## config.mk

```make
export PLATFORM = sky130hd
export DESIGN_NAME = rbsi_slab
export DESIGN_NICKNAME = d
export VERILOG_FILES = /design/src/hw/rtl/rbsi_pkg.sv /design/src/hw/rtl/rbsi_slab.sv
export SDC_FILE = /design/constraint.sdc
export NUM_CORES = 2
export LEC_CHECK = 0
export BUFFER_PORTS_ARGS = -buffer_cell sky130_fd_sc_hd__buf_2
export CAP_MARGIN = 5
export CORE_UTILIZATION = 55
export DETAILED_ROUTE_END_ITERATION = 8
export PLACE_DENSITY = 0.78
export SYNTH_ARGS = -nofsm -noshare
export SYNTH_HDL_FRONTEND = slang
export SYNTH_SLANG_ARGS = --single-unit
```

## constraint.sdc

```tcl
create_clock -name clk_i -period 8.4 [get_ports clk_i]
set_input_delay 0.84 -clock clk_i [delete_from_list [all_inputs] [get_ports clk_i]]
set_output_delay 0.84 -clock clk_i [all_outputs]
set_load 0.01 [all_outputs]
```

## src/hw/rtl/rbsi_pkg.sv

```systemverilog
// Package: widths, derived constants and normal codes for the ray/box slab intersect block.
`timescale 1ns / 1ps
package rbsi_pkg;

  // Fixed-point format
  localparam int FRAC_BITS   = 16;
  localparam int COORD_WIDTH = 32;
  localparam int EXT_W       = COORD_WIDTH - 1;

  // Slab edge minus origin, and its magnitude
  localparam int DIFF_W = COORD_WIDTH + 2;
  localparam int DMAG_W = COORD_WIDTH + 1;

  // Reciprocal magnitude and divider layout
  localparam int RMAG_W = COORD_WIDTH - 1;
  localparam int NSTEP  = 2 * FRAC_BITS;
  localparam int QCMP_W = (NSTEP > RMAG_W) ? NSTEP : RMAG_W;

  // Split multiply of edge distance by reciprocal
  localparam int LO_W   = (DMAG_W + 1) / 2;
  localparam int HI_W   = DMAG_W - LO_W;
  localparam int PROD_W = DMAG_W + RMAG_W;
  localparam int VAL_W  = PROD_W - FRAC_BITS;

  // Pipeline depth: input stage, divider steps, three slab stages, min/max, tmin/tmax, output
  localparam int LAT = NSTEP + 7;

  localparam logic [RMAG_W-1:0] RECIP_CAP = {RMAG_W{1'b1}};

  // Normal codes
  localparam logic [2:0] NORM_NONE = 3'd0;
  localparam logic [2:0] NORM_NX   = 3'd1;
  localparam logic [2:0] NORM_PX   = 3'd2;
  localparam logic [2:0] NORM_NY   = 3'd3;
  localparam logic [2:0] NORM_PY   = 3'd4;

endpackage

```

## src/hw/rtl/rbsi_slab.sv

```systemverilog
// Slab parameter: |diff| * |recip| >> FRAC_BITS, saturated and signed, over three stages.
`timescale 1ns / 1ps
module rbsi_slab (
  input  logic                                   clk_i,
  input  logic                                   en_i,
  input  logic [rbsi_pkg::DMAG_W-1:0]            dmag_i,
  input  logic                                   dneg_i,
  input  logic [rbsi_pkg::RMAG_W-1:0]            rmag_i,
  input  logic                                   rneg_i,
  output logic signed [rbsi_pkg::COORD_WIDTH-1:0] t_o
);

  localparam int CW  = rbsi_pkg::COORD_WIDTH;
  localparam int LW  = rbsi_pkg::LO_W;
  localparam int HW  = rbsi_pkg::HI_W;
  localparam int RW  = rbsi_pkg::RMAG_W;
  localparam int PW  = rbsi_pkg::PROD_W;
  localparam int VW  = rbsi_pkg::VAL_W;
  localparam logic [VW-1:0] NEG_CAP = VW'(1) << (CW - 1);
  localparam logic [VW-1:0] POS_CAP = NEG_CAP - VW'(1);

  logic [LW+RW-1:0] plo_q;
  logic [HW+RW-1:0] phi_q;
  logic             neg1_q;
  logic [PW-1:0]    sum_q;
  logic             neg2_q;
  logic [CW-1:0]    t_q;

  logic [VW-1:0]    val;
  logic             over;
  logic [CW-1:0]    vcap;

  // Saturate and apply sign
  always_comb begin
    val  = sum_q[PW-1:rbsi_pkg::FRAC_BITS];
    over = neg2_q ? (val > NEG_CAP) : (val > POS_CAP);
    vcap = over ? (neg2_q ? NEG_CAP[CW-1:0] : POS_CAP[CW-1:0]) : val[CW-1:0];
  end

  always_ff @(posedge clk_i) begin
    if (en_i) begin
      // partial products
      plo_q  <= dmag_i[LW-1:0] * rmag_i;
      phi_q  <= dmag_i[rbsi_pkg::DMAG_W-1:LW] * rmag_i;
      neg1_q <= dneg_i ^ rneg_i;
      // combine
      sum_q  <= PW'(plo_q) + (PW'(phi_q) << LW);
      neg2_q <= neg1_q;
      // result
      t_q    <= neg2_q ? (CW'(0) - vcap) : vcap;
    end
  end

  assign t_o = t_q;

endmodule

```

== Yosys cells after proc, flatten, opt, wreduce, memory -nomap -nowiden ==
Cells that the tools add are included.

* Bits in registers: 193
* Bits of input ports: 68
* Output and inout bits: 32
* Logic and storage cells: 17

* Add/sub/neg operators: 2
* $mul: 2
* Magnitude comparators: 2
* Mux-type cells: 4
* Bitwise operators: 1

{| class="wikitable"
|+ Operators with widths
! cell !! count
|-
| $mux 32 || 3
|-
| $add 48x64->64 || 1
|-
| $gt 48x31->1 const B || 1
|-
| $gt 48x32->1 const B || 1
|-
| $mul 17x31->48 || 1
|-
| $mul 16x31->47 || 1
|-
| $sub 1x32->32 const A || 1
|-
| $mux 1 || 1
|-
| $xor 1x1->1 || 1
|}

== Longest topological paths before layout ==
* Depth after elaboration: 5
* Depth in mapped cells: 24
* Gate-level depth less buffers: 23

== Worst setup path after synthesis ==
No wires, ideal clock.

* Path kind: input -> register
* From: in rmag_i[7] in the netlist's numbering
* To: reg phi_q[44] (data pin)
* Setup time: 266 ps
* Arrival: 6729 ps
* Data required time: 8134 ps
* Setup slack: 1405 ps
* Stages on the path: 24
* Path buffers: 2
* Path through: clkbuf_1 > nand2_1 > fa_1 > inv_1 > fa_1 > inv_1 > fa_1 > inv_1 > fa_1 > fa_1 > inv_1 > fa_1 > inv_1 > ha_1 > clkbuf_1 > a21oi_1 > o21ai_0 > or3b_2 > o21a_1 > a21boi_0 > o31ai_1 > o41ai_1 > o221ai_1 > xor2_1

* Cells in the longest elaborated chain, start to end: 1

{| class="wikitable"
|+ Ends and longest elaborated chain
! item !! RTL line !! RTL
|-
| start, declared || rbsi_slab.sv:8 || <nowiki>input logic [rbsi_pkg::RMAG_W-1:0] rmag_i,</nowiki>
|-
| $mul 16x31->47 || rbsi_slab.sv:44 || <nowiki>phi_q <= dmag_i[rbsi_pkg::DMAG_W-1:LW] * rmag_i;</nowiki>
|-
| end signal, assigned || rbsi_slab.sv:44 ||
|-
| end, declared || rbsi_slab.sv:23 || <nowiki>logic [HW+RW-1:0] phi_q;</nowiki>
|}

Every way passes these cells.
A chain may end at the register's enable or synchronous reset.

== Worst setup path in the final report ==
* From: in rmag_i[8] in the netlist's numbering
* To: reg phi_q[40] (data pin)

Same word-level chain as after synthesis.

==> impl_metrics.toml <==
[global_routing]
grt_antenna_before_repair = 7
grt_first_pass_wirelength_um = 162000
grt_max_degree = 89
track_usage_pct = 28.1
overflow = 0
grt_pass1_vias = 31192

[sta]
finClkSkew_ns = 0.0140
final_hold_viol_count = 0
slew_violations = 0
maxSlewHeadroom_pct = 31.6
setup_viol = 0
finalSetupTns_ns = 0
worstMarginPinSlew_ns = 1.02
max_freq_mhz = 133
rsz0062_at_grt = "false"
period_share_pct = 89.5
post-route-min-period_ns = 7.52

[layout]
final_common_cell = "inv_1"
drive_above_1_share_pct = 4.83
mostFrequentLayoutCells = "928 x inv_1, 837 x fa_1, 690 x nand2_1"
area_growth_pct = 4.82
num-fill-cells = 5995
final_util_pct = 58.7
fin_area_sq_um = 41400
nets = 5449
fin_cells = 5228

[die]
die_h_um = 270
io_pins = 100
core_area_sq_um = 70500
dieArea_sq_um = 72900
dieWidth_um = 270
start_util_pct = 56.0
fp-row-count = 97

[clock_tree]
cts_resized = 0
cts_tree = "done"
clk_pin_slew_ns = 0.07
cts_buffer_depth = 2
clkLatencyLatePin_ns = 0.46
cts_root_buf = "clkbuf_16"
hold_buffers = 0
post_cts_buffers = 0
cts_sinks = 161
h-tree-depth = 4
cts_buffers = 17

[synthesis]
synthesis.nets = 5495
ys_async_sr_fraction_pct = 0
synth_top_flop_cell = "edfxtp_1"
synth_cells = 4319
yosysSeqAreaShare_pct = 12.2
synth_area_sq_um = 39500
synth_cell_types = 68
ys.warnings.count = 0
synth_seq_cells = 161
synth_edf_count = 161
synth.avg_cell_area_sq_um = 9.15

[setup_path]
crit_fanout = 33
worst-r2r-cell-count = 14
r2r_end = "t_o[24]"
crit_path_start = "rmag_i[8]"
worstSetupPathType = "primary input to flop"
crit_required_ns = 8.60
start_kind = "primary input"
cp-endpoint = "phi_q[40]"
cp.arrival_ns = 7.71
end_kind = "flop"
rr_startpoint = "sum_q[30]"
r2r_slack_ns = 3.27

[detailed_routing]
initialDrtViolationCount = 2159
vias_per_cell = 5.62
dr.pass1.iters = 5
vias = 29374
drc = 0
routed_wl_um = 97300
wl_per_cell_um = 18.6
final_antenna_net_count = 0

[placed_design]
post_dp_cell_area_sq_um = 40800
placed_cells = 5194
place.gp.congestion = 0.927
port_buffers = 99
place_hpwl_um = 78100

[status]
status = "complete, no violations"

[min_path]
hp-class = "flop to flop"

[run]
maxCapViolCount = 0
[Yosys cell counts (6+ instances only)]
library cell	n	area share (%)
a211oi_1	14	0.27
a21boi_0	8	0.15
a21o_1	45	0.85
a21oi_1	132	1.7
a31oi_1	11	0.17
and2_1	412	6.5
and3_1	13	0.21
and4_1	7	0.16
clkbuf_1	224	2.1
edfxtp_1	161	12
fa_1	837	42
ha_1	271	8.6
inv_1	928	8.8
mux2i_1	7	0.18
nand2_1	690	6.6
nand2b_1	9	0.14
nand3_1	35	0.44
nand4_1	19	0.30
nor2_1	94	0.89
nor2b_1	7	0.11
nor3_1	50	0.63
nor4_1	15	0.24
o2111ai_1	6	0.13
o211ai_1	12	0.23
o21a_1	21	0.40
o21ai_0	70	0.89
o21bai_1	13	0.25
o22ai_1	9	0.14
o31ai_1	8	0.15
or3_1	9	0.14
xnor2_1	65	1.4
xor2_1	46	1.0
[critical path, cell delays in order]
cell	delay, ns
buf_2	0.59
nand2_1	0.17
fa_1	0.56
inv_1	0.05
fa_1	0.48
fa_1	0.58
fa_1	0.44
fa_1	0.50
inv_1	0.05
fa_1	0.47
inv_1	0.04
ha_1	0.39
a21oi_1	0.18
o21ai_0	0.10
or3_1	0.40
o21a_1	0.24
a21boi_0	0.29
buf_4	0.19
o31ai_1	0.11
o41ai_1	0.60
o21ai_0	0.23
xor2_1	0.18
[how the worst min path moves through the flow]
stage | from | endpoint | slack (ns) | cells after the start
5_1_grt | neg1_q | neg2_q | 0.42 | 0
2_1_floorplan | neg1_q | neg2_q | 0.40 | 0
4_1_cts | neg1_q | neg2_q | 0.42 | 0
3_5_place_dp | neg1_q | neg2_q | 0.41 | 0
6_report | neg1_q | neg2_q | 0.41 | 0
3_3_place_gp | plo_q[16] | sum_q[16] | 0.40 | 0
[sequential cells by signal, summed over array words and instances (netlist names)]
register and count:
plo_q 32, phi_q 47, neg2_q 1, sum_q 48, t_o 32, neg1_q 1
[layout make-up]
cell class | count | area [sq um] | area share (%)
diodes | 3 | 7.51 | 0.0181
clock buffers | 18 | 429 | 1.04
clock inverters | 13 | 174 | 0.420
inverters | 929 | 3490 | 8.42
multi-input cells | 3001 | 30300 | 73.2
flip-flops and latches | 161 | 4830 | 11.7
well taps | 940 | 1180 | 2.84
repair buffers | 163 | 982 | 2.37
[per-stage QoR]
step,worst slack [ns],hold slack (ns)
after detailed placement,0.550,0.406
after global placement,0.678,0.403
after floorplan,1.41,0.400
after global routing,0.602,0.422
after CTS,1.00,0.421
final,0.884,0.414
[kinds of logic after synthesis]
logic type	count (synthesis)	synth area share, %
AOI/OAI and AO/OA	392	6.30
xor gates and xnor gates	111	2.46
adders and majority gates	1108	51.0
buffers and inverters	1157	11.0
DFF	161	12.2
muxes	8	0.206
and+or+nand+nor	1382	16.8
[per-layer routing]
layer / track usage (%) / up-vias / wire [um]
met1: 35.5 / 14905 / 37300
met5: 0 / - / 58
li1: - / 12971 / -
met2: 47.8 / 1253 / 47800
met4: 12.7 / 8 / 4650
met3: 4.13 / 237 / 7460
Power is left out: the tool's default activity adds up to more than one toggle a clock period on the data nets, which glitch-free logic cannot reach.
