### src/hw/rtl/rbsi_pkg.sv
// Package: widths, derived constants and normal codes for the ray/box slab intersect block.
`timescale 1ns / 1ps
package rbsi_pkg;

  // Fixed-point format
  localparam int FRAC_BITS   = 16;
  localparam int COORD_WIDTH = 32;
  localparam int EXT_W       = COORD_WIDTH - 1;

  // Slab edge minus origin, and its magnitude
  localparam int DIFF_W = COORD_WIDTH + 2;
  localparam int DMAG_W = COORD_WIDTH + 1;

  // Reciprocal magnitude and divider layout
  localparam int RMAG_W = COORD_WIDTH - 1;
  localparam int NSTEP  = 2 * FRAC_BITS;
  localparam int QCMP_W = (NSTEP > RMAG_W) ? NSTEP : RMAG_W;

  // Split multiply of edge distance by reciprocal
  localparam int LO_W   = (DMAG_W + 1) / 2;
  localparam int HI_W   = DMAG_W - LO_W;
  localparam int PROD_W = DMAG_W + RMAG_W;
  localparam int VAL_W  = PROD_W - FRAC_BITS;

  // Pipeline depth: input stage, divider steps, three slab stages, min/max, tmin/tmax, output
  localparam int LAT = NSTEP + 7;

  localparam logic [RMAG_W-1:0] RECIP_CAP = {RMAG_W{1'b1}};

  // Normal codes
  localparam logic [2:0] NORM_NONE = 3'd0;
  localparam logic [2:0] NORM_NX   = 3'd1;
  localparam logic [2:0] NORM_PX   = 3'd2;
  localparam logic [2:0] NORM_NY   = 3'd3;
  localparam logic [2:0] NORM_PY   = 3'd4;

endpackage

### src/hw/rtl/rbsi_recip.sv
// Pipelined reciprocal: 2^(2*FRAC_BITS) / |d|, one quotient bit per stage, saturated.
`timescale 1ns / 1ps
module rbsi_recip (
  input  logic                              clk_i,
  input  logic                              en_i,
  input  logic [rbsi_pkg::COORD_WIDTH-1:0]  dmag_i,
  input  logic                              dneg_i,
  output logic [rbsi_pkg::RMAG_W-1:0]       rmag_o,
  output logic                              rneg_o
);

  localparam int CW = rbsi_pkg::COORD_WIDTH;
  localparam int NS = rbsi_pkg::NSTEP;

  logic [CW-1:0] rem_q  [NS];
  logic [NS-1:0] quo_q  [NS];
  logic [CW-1:0] div_q  [NS];
  logic          small_q[NS];
  logic          neg_q  [NS];

  logic [CW-1:0] rem_in  [NS];
  logic [NS-1:0] quo_in  [NS];
  logic [CW-1:0] div_in  [NS];
  logic          small_in[NS];
  logic          neg_in  [NS];
  logic [CW:0]   rem2    [NS];
  logic          take    [NS];

  // Stage inputs: first stage starts with remainder one (dividend's top bit)
  always_comb begin
    for (int j = 0; j < NS; j++) begin
      if (j == 0) begin
        rem_in[j]   = CW'(1);
        quo_in[j]   = '0;
        div_in[j]   = dmag_i;
        small_in[j] = (dmag_i <= CW'(1));
        neg_in[j]   = dneg_i;
      end else begin
        rem_in[j]   = rem_q[j-1];
        quo_in[j]   = quo_q[j-1];
        div_in[j]   = div_q[j-1];
        small_in[j] = small_q[j-1];
        neg_in[j]   = neg_q[j-1];
      end
      rem2[j] = {rem_in[j], 1'b0};
      take[j] = (rem2[j] >= {1'b0, div_in[j]});
    end
  end

  // One restoring-division step per stage
  always_ff @(posedge clk_i) begin
    if (en_i) begin
      for (int j = 0; j < NS; j++) begin
        rem_q[j]   <= take[j] ? CW'(rem2[j] - {1'b0, div_in[j]}) : rem2[j][CW-1:0];
        quo_q[j]   <= {quo_in[j][NS-2:0], take[j]};
        div_q[j]   <= div_in[j];
        small_q[j] <= small_in[j];
        neg_q[j]   <= neg_in[j];
      end
    end
  end

  // Saturate to the largest magnitude; a zero direction has a clear sign bit
  always_comb begin
    if (small_q[NS-1] ||
        (rbsi_pkg::QCMP_W'(quo_q[NS-1]) > rbsi_pkg::QCMP_W'(rbsi_pkg::RECIP_CAP))) begin
      rmag_o = rbsi_pkg::RECIP_CAP;
    end else begin
      rmag_o = rbsi_pkg::RMAG_W'(quo_q[NS-1]);
    end
    rneg_o = neg_q[NS-1];
  end

endmodule

### config.mk
export PLATFORM = sky130hd
export DESIGN_NAME = rbsi_recip
export DESIGN_NICKNAME = d
export VERILOG_FILES = /design/src/hw/rtl/rbsi_pkg.sv /design/src/hw/rtl/rbsi_recip.sv
export SDC_FILE = /design/constraint.sdc
export NUM_CORES = 2
export LEC_CHECK = 0
export BUFFER_PORTS_ARGS = -buffer_cell sky130_fd_sc_hd__buf_2
export CAP_MARGIN = 20
export CORE_UTILIZATION = 38
export CTS_BUF_LIST = sky130_fd_sc_hd__clkbuf_2 sky130_fd_sc_hd__clkbuf_4 sky130_fd_sc_hd__clkbuf_8
export DETAILED_ROUTE_END_ITERATION = 8
export PLACE_DENSITY_LB_ADDON = 0.25
export SLEW_MARGIN = 20
export SYNTH_ARGS = -nofsm -noshare
export SYNTH_HDL_FRONTEND = slang
export SYNTH_SLANG_ARGS = --single-unit
### constraint.sdc
create_clock -name clk_i -period 6.2 [get_ports clk_i]
set_input_delay 0 -clock clk_i [delete_from_list [all_inputs] [get_ports clk_i]]
set_output_delay 0 -clock clk_i [all_outputs]
set_load 0.02 [all_outputs]
# == Yosys cells after proc, flatten, opt, wreduce, memory -nomap -nowiden ==
# Memory sizes are Yosys's and may differ from the RTL's.
# Index checks and enable logic that the tools add are counted.
# Widths: inputs -> output; s select.
# op_classes
n_mux,35
n_addsub,32
n_lt_le_gt_ge,34
reduce_logical,1
# op_table
operator,count
$mux 32,32
$ge 33x32->1,31
$sub 32x32->32,31
$ge 2x32->1 const A,1
$gt 32x31->1 const B,1
$le 32x1->1 const B,1
$sub 2x32->32 const A,1
$mux 31,1
$mux 1,2
$logic_or 1x1->1,1
# word_totals
mem_count,5
out_inout_bits,32
ramBits,3136
register_bits,0
wordCells,107
inputBits,35
# memory_table
name,depth,width,rd,rd_clocked_by_memory_dff,write_ports,line_no,text
div_q,32,32,31,0,32,rbsi_recip.sv:17,logic [CW-1:0] div_q [NS];
quo_q,32,32,32,0,32,rbsi_recip.sv:16,logic [NS-1:0] quo_q [NS];
rem_q,32,32,31,0,32,rbsi_recip.sv:15,logic [CW-1:0] rem_q [NS];
neg_q,32,1,32,0,32,rbsi_recip.sv:19,logic neg_q [NS];
small_q,32,1,32,0,32,rbsi_recip.sv:18,logic small_q[NS];

# == Longest topological paths before layout ==
# An unclocked memory read counts as a cell.
# depth
ltp_word,4
mapped_depth,16
ltp_nobuf,13

# == Worst setup path before layout ==
# OpenSTA, ideal clock, no wires.
# synth_timing
path_kind,register -> register
start,memory div_q[0][1] in the netlist's numbering
end,memory rem_q[0][55] in the netlist's numbering (data pin)
n_path_buf,0
setup_ns,0.260
stages_incl_launch_ff,12
synth_period_minus_slack_ns,3.405
required_ns,5.940
setup_slack_ns,2.795
arrival_time_ns,3.145
path_cell_list,edfxtp_1 -> inv_1 -> ha_1 -> nor2b_1 -> o31a_1 -> o311a_1 -> a21oi_2 -> o211ai_2 -> a21o_1 -> a21o_1 -> a2111oi_4 -> mux2_4
# synth_rtl
item,line_no
"start, declared",rbsi_recip.sv:17
"end, declared",rbsi_recip.sv:15

==> results.sh <==
export IMPL_status="finished clean"
export IMPL_ir_drop_v=0.000224
export IMPL_grt_max_degree=190
export IMPL_rsz0062_at_grt="false"
export IMPL_crit_buf_inv=1
export IMPL_max_slew_worst_pin_slew_ns=1.12
export IMPL_dieWidth_um=615
export IMPL_r2r_start="rem_q[1][197]"
export IMPL_maxCapViolations=0
export IMPL_setup_viol=0
export IMPL_relSlewSlack_pct=24.4
export IMPL_vias_per_cell=5.22
export IMPL_vias=94300
export IMPL_io_pins=67
export IMPL_max_freq_mhz=215
export IMPL_num_rows=224
export IMPL_synth_commonest_cells="2576 x edfxtp_1, 1273 x inv_1, 995 x ha_1"
export IMPL_drt_iter0_drc=7096
export IMPL_gr_total_overflow=0
export IMPL_clock_latency_ns=1.13
export IMPL_core_area_mm2=0.373
export IMPL_post_cts_resized=0
export IMPL_drv_slew=0
export IMPL_root_buffer="clkbuf_8"
export IMPL_clkSinkCount=2576
export IMPL_fin_crit_sh_pct=75.1
export IMPL_start_util_pct=38.3
export IMPL_cp_depth=11
export IMPL_grt_usage_pct=17.5
export IMPL_r2r_end="rem_q[1][229]"
export IMPL_nNetsFinal=13800
export IMPL_critPathLaunch="rem_q[1][197]"
export IMPL_wirelength_um=341000
export IMPL_synth_area_mm2=0.143
export IMPL_path_delay_family="compound AO/OA/AOI/OAI gates"
export IMPL_powerDensity_mw_per_mm2=519
export IMPL_critPathKind="flip-flop to flip-flop"
export IMPL_cp_max_fo=24
export IMPL_finalClockSkew_ns=0.141
export IMPL_grt_pass1_vias=91700
export IMPL_antenna_found_initial=13
export IMPL_drive_gt1_share_pct=11.1
export IMPL_synth_top_flop_cell="edfxtp_1"
export IMPL_r2r_worst_path_cells=11
export IMPL_synth_edf_count=2576
export IMPL_endpoint="rem_q[1][229]"
export IMPL_synthesis_nets=13400
export IMPL_synthCells=12400
export IMPL_numCtsBuffers=453
export IMPL_max_stage_delay_ns=0.83
export IMPL_portBuffers=66
export IMPL_async_flop_share_pct=0
export IMPL_die_h_um=615
export IMPL_power_mw=82.4
export IMPL_seqCellArea_mm2=0.0774
export IMPL_num_fill_cells=35300
export IMPL_hpwl_um=249000
export IMPL_cts_tree="done"
export IMPL_ctsHtreeMaxLevel=5
export IMPL_synth_area_leaders="edfxtp_1 54%, ha_1 8.7%, mux2_2 4.1%"
export IMPL_cts_buffer_depth=4
export IMPL_synth_avg_cell_area_um2=11.5
export IMPL_yosysMostFrequentCell="edfxtp_1"
export IMPL_endpoint_kind="flip-flop"
export IMPL_synth_top_area_share_pct=54.2
export IMPL_path_common_cell="nor2_1"
export IMPL_ys_seq_area_share_pct=54.2
export IMPL_antenna_left=0
export IMPL_cp_cell_sequence="ha_1, nand4_1, nor2_1, o21ai_0, a2111oi_1, nor3_1, nor2_1, a31oi_1, o31ai_4, buf_4, mux2_2"
export IMPL_hold_viol_final=0
export IMPL_leakage_nw=64.0
export IMPL_ys_warn_count=0
export IMPL_rrSetupSlack_ns=1.55
export IMPL_yosysTopAreaCell="edfxtp_1"
export IMPL_gp_congestion=0.888
export IMPL_worstPathRequired_ns=7.05
export IMPL_slowest_stage="a2111oi_1"
export IMPL_startpoint_type="flip-flop"
export IMPL_drt_pass1_iter_count=6
export IMPL_clk_pin_slew_ns=0.06
export IMPL_synth_seq_cells=2576
export IMPL_hp_class="input pin to flip-flop"
export IMPL_ys_types=99
export IMPL_drc=0
export IMPL_dieArea_mm2=0.378
export IMPL_cp_arrival_ns=5.50
export IMPL_period_minus_slack_ns=4.65
export IMPL_grt_pass1_wl_um=528000
export IMPL_post_drt_wl_per_cell_um=18.8
export IMPL_fin_tns_setup_ns=0
export IMPL_multiInputGateArea_mm2=0.0595
export IMPL_areaGrowthSynthToFinish_pct=11.2
[state kept, by name, indices dropped and copies added (netlist names)]
name / flops
div_q: 992
rem_q: 992
quo_q: 528
neg_q: 32
small_q: 32
[per-stage QoR]
| step | hold slack [ns] | utilization [%] | setup slack, ns | cell area [um2] | instances |
|---|---|---|---|---|---|
| 3_3_place_gp | 0.180 | 39.9 | 1.73 | 149000 | 17200 |
| 6_report | 0.141 | 42.5 | 1.55 | 159000 | 18100 |
| 3_5_place_dp | 0.181 | 39.9 | 1.69 | 149000 | 17200 |
| 5_1_grt | 0.106 | 42.5 | 1.28 | 159000 | 18100 |
| 4_1_cts | 0.0202 | 42.5 | 1.65 | 159000 | 18100 |
| 2_1_floorplan | 0.0989 | - | 2.80 | 143000 | 12400 |
[per-layer routing]
layer	part of all wire, %	global-route usage, %	up-vias
li1	-	-	46400
met1	45	23.6	44900
met2	46	28.6	2306
met3	5.3	2.69	632
met4	3.4	6.17	12
met5	0.024	0	-
[worst min-delay path, stage by stage]
cell,delay (ns)
dlygate4sd3_1,0.59
buf_12,0.19
buf_16,0.18
[worst min path at each step]
stage                          from  cells after the start       endpoint  slack (ns)
after global routing           en_i                      3  quo_q[0][263]        0.11
after detailed placement     dneg_i                      1    neg_q[0][0]        0.18
final                          en_i                      3  quo_q[0][263]        0.14
after CTS                      en_i                      3  quo_q[0][263]        0.02
after global placement       dneg_i                      1    neg_q[0][0]        0.18
after floorplan           dmag_i[0]                      0    div_q[0][0]         0.1
[logic make-up (layout without fill, tap and decap cells)]
kind of cell	Yosys count	in the layout	synth area share (%)
mux	565	565	4.42
flops	2576	2576	54.2
fa+ha+maj	1025	1025	9.14
xor+xnor	770	770	4.72
simple gates	2691	2691	9.08
compound gates	3164	3164	14.2
other cells	0	4	0
buf+inv	1585	2310	4.31
[cell type report]
cell class	instances	share of cell area (%)
timing repair buffer	225	1.26
tap	4972	3.92
clock inverter	233	1.09
clock buffer	577	4.51
multi-input combinational	8215	37.5
antenna	4	0.00630
inverter	1275	3.01
sequential	2576	48.7
[repair_timing]
item / in CTS / in global routing
hold buffers: 91 / 0
hold endpoints to repair: 922 / 0
setup buffers: 0 / 0
[report_power, final]
group	total (mW)	switching (mW)	internal (mW)
Sequential	28.6	2.85	25.7
Clock	15.7	7.24	8.48
Combinational	38.1	21.2	16.9
[cell usage in the layout (no fill, tap or decap), types with 182 or more instances in the layout]
master       n
clkbuf_8   453
xnor2_1    504
a21oi_1    907
inv_1     1273
ha_1       995
nand2_1    777
mux2_2     521
nor2_1     656
a21o_1     535
xor2_1     266
nor3_1     182
edfxtp_1  2576
nand3_1    205
o21ai_0    685
(Power assumes the default switching activity.)
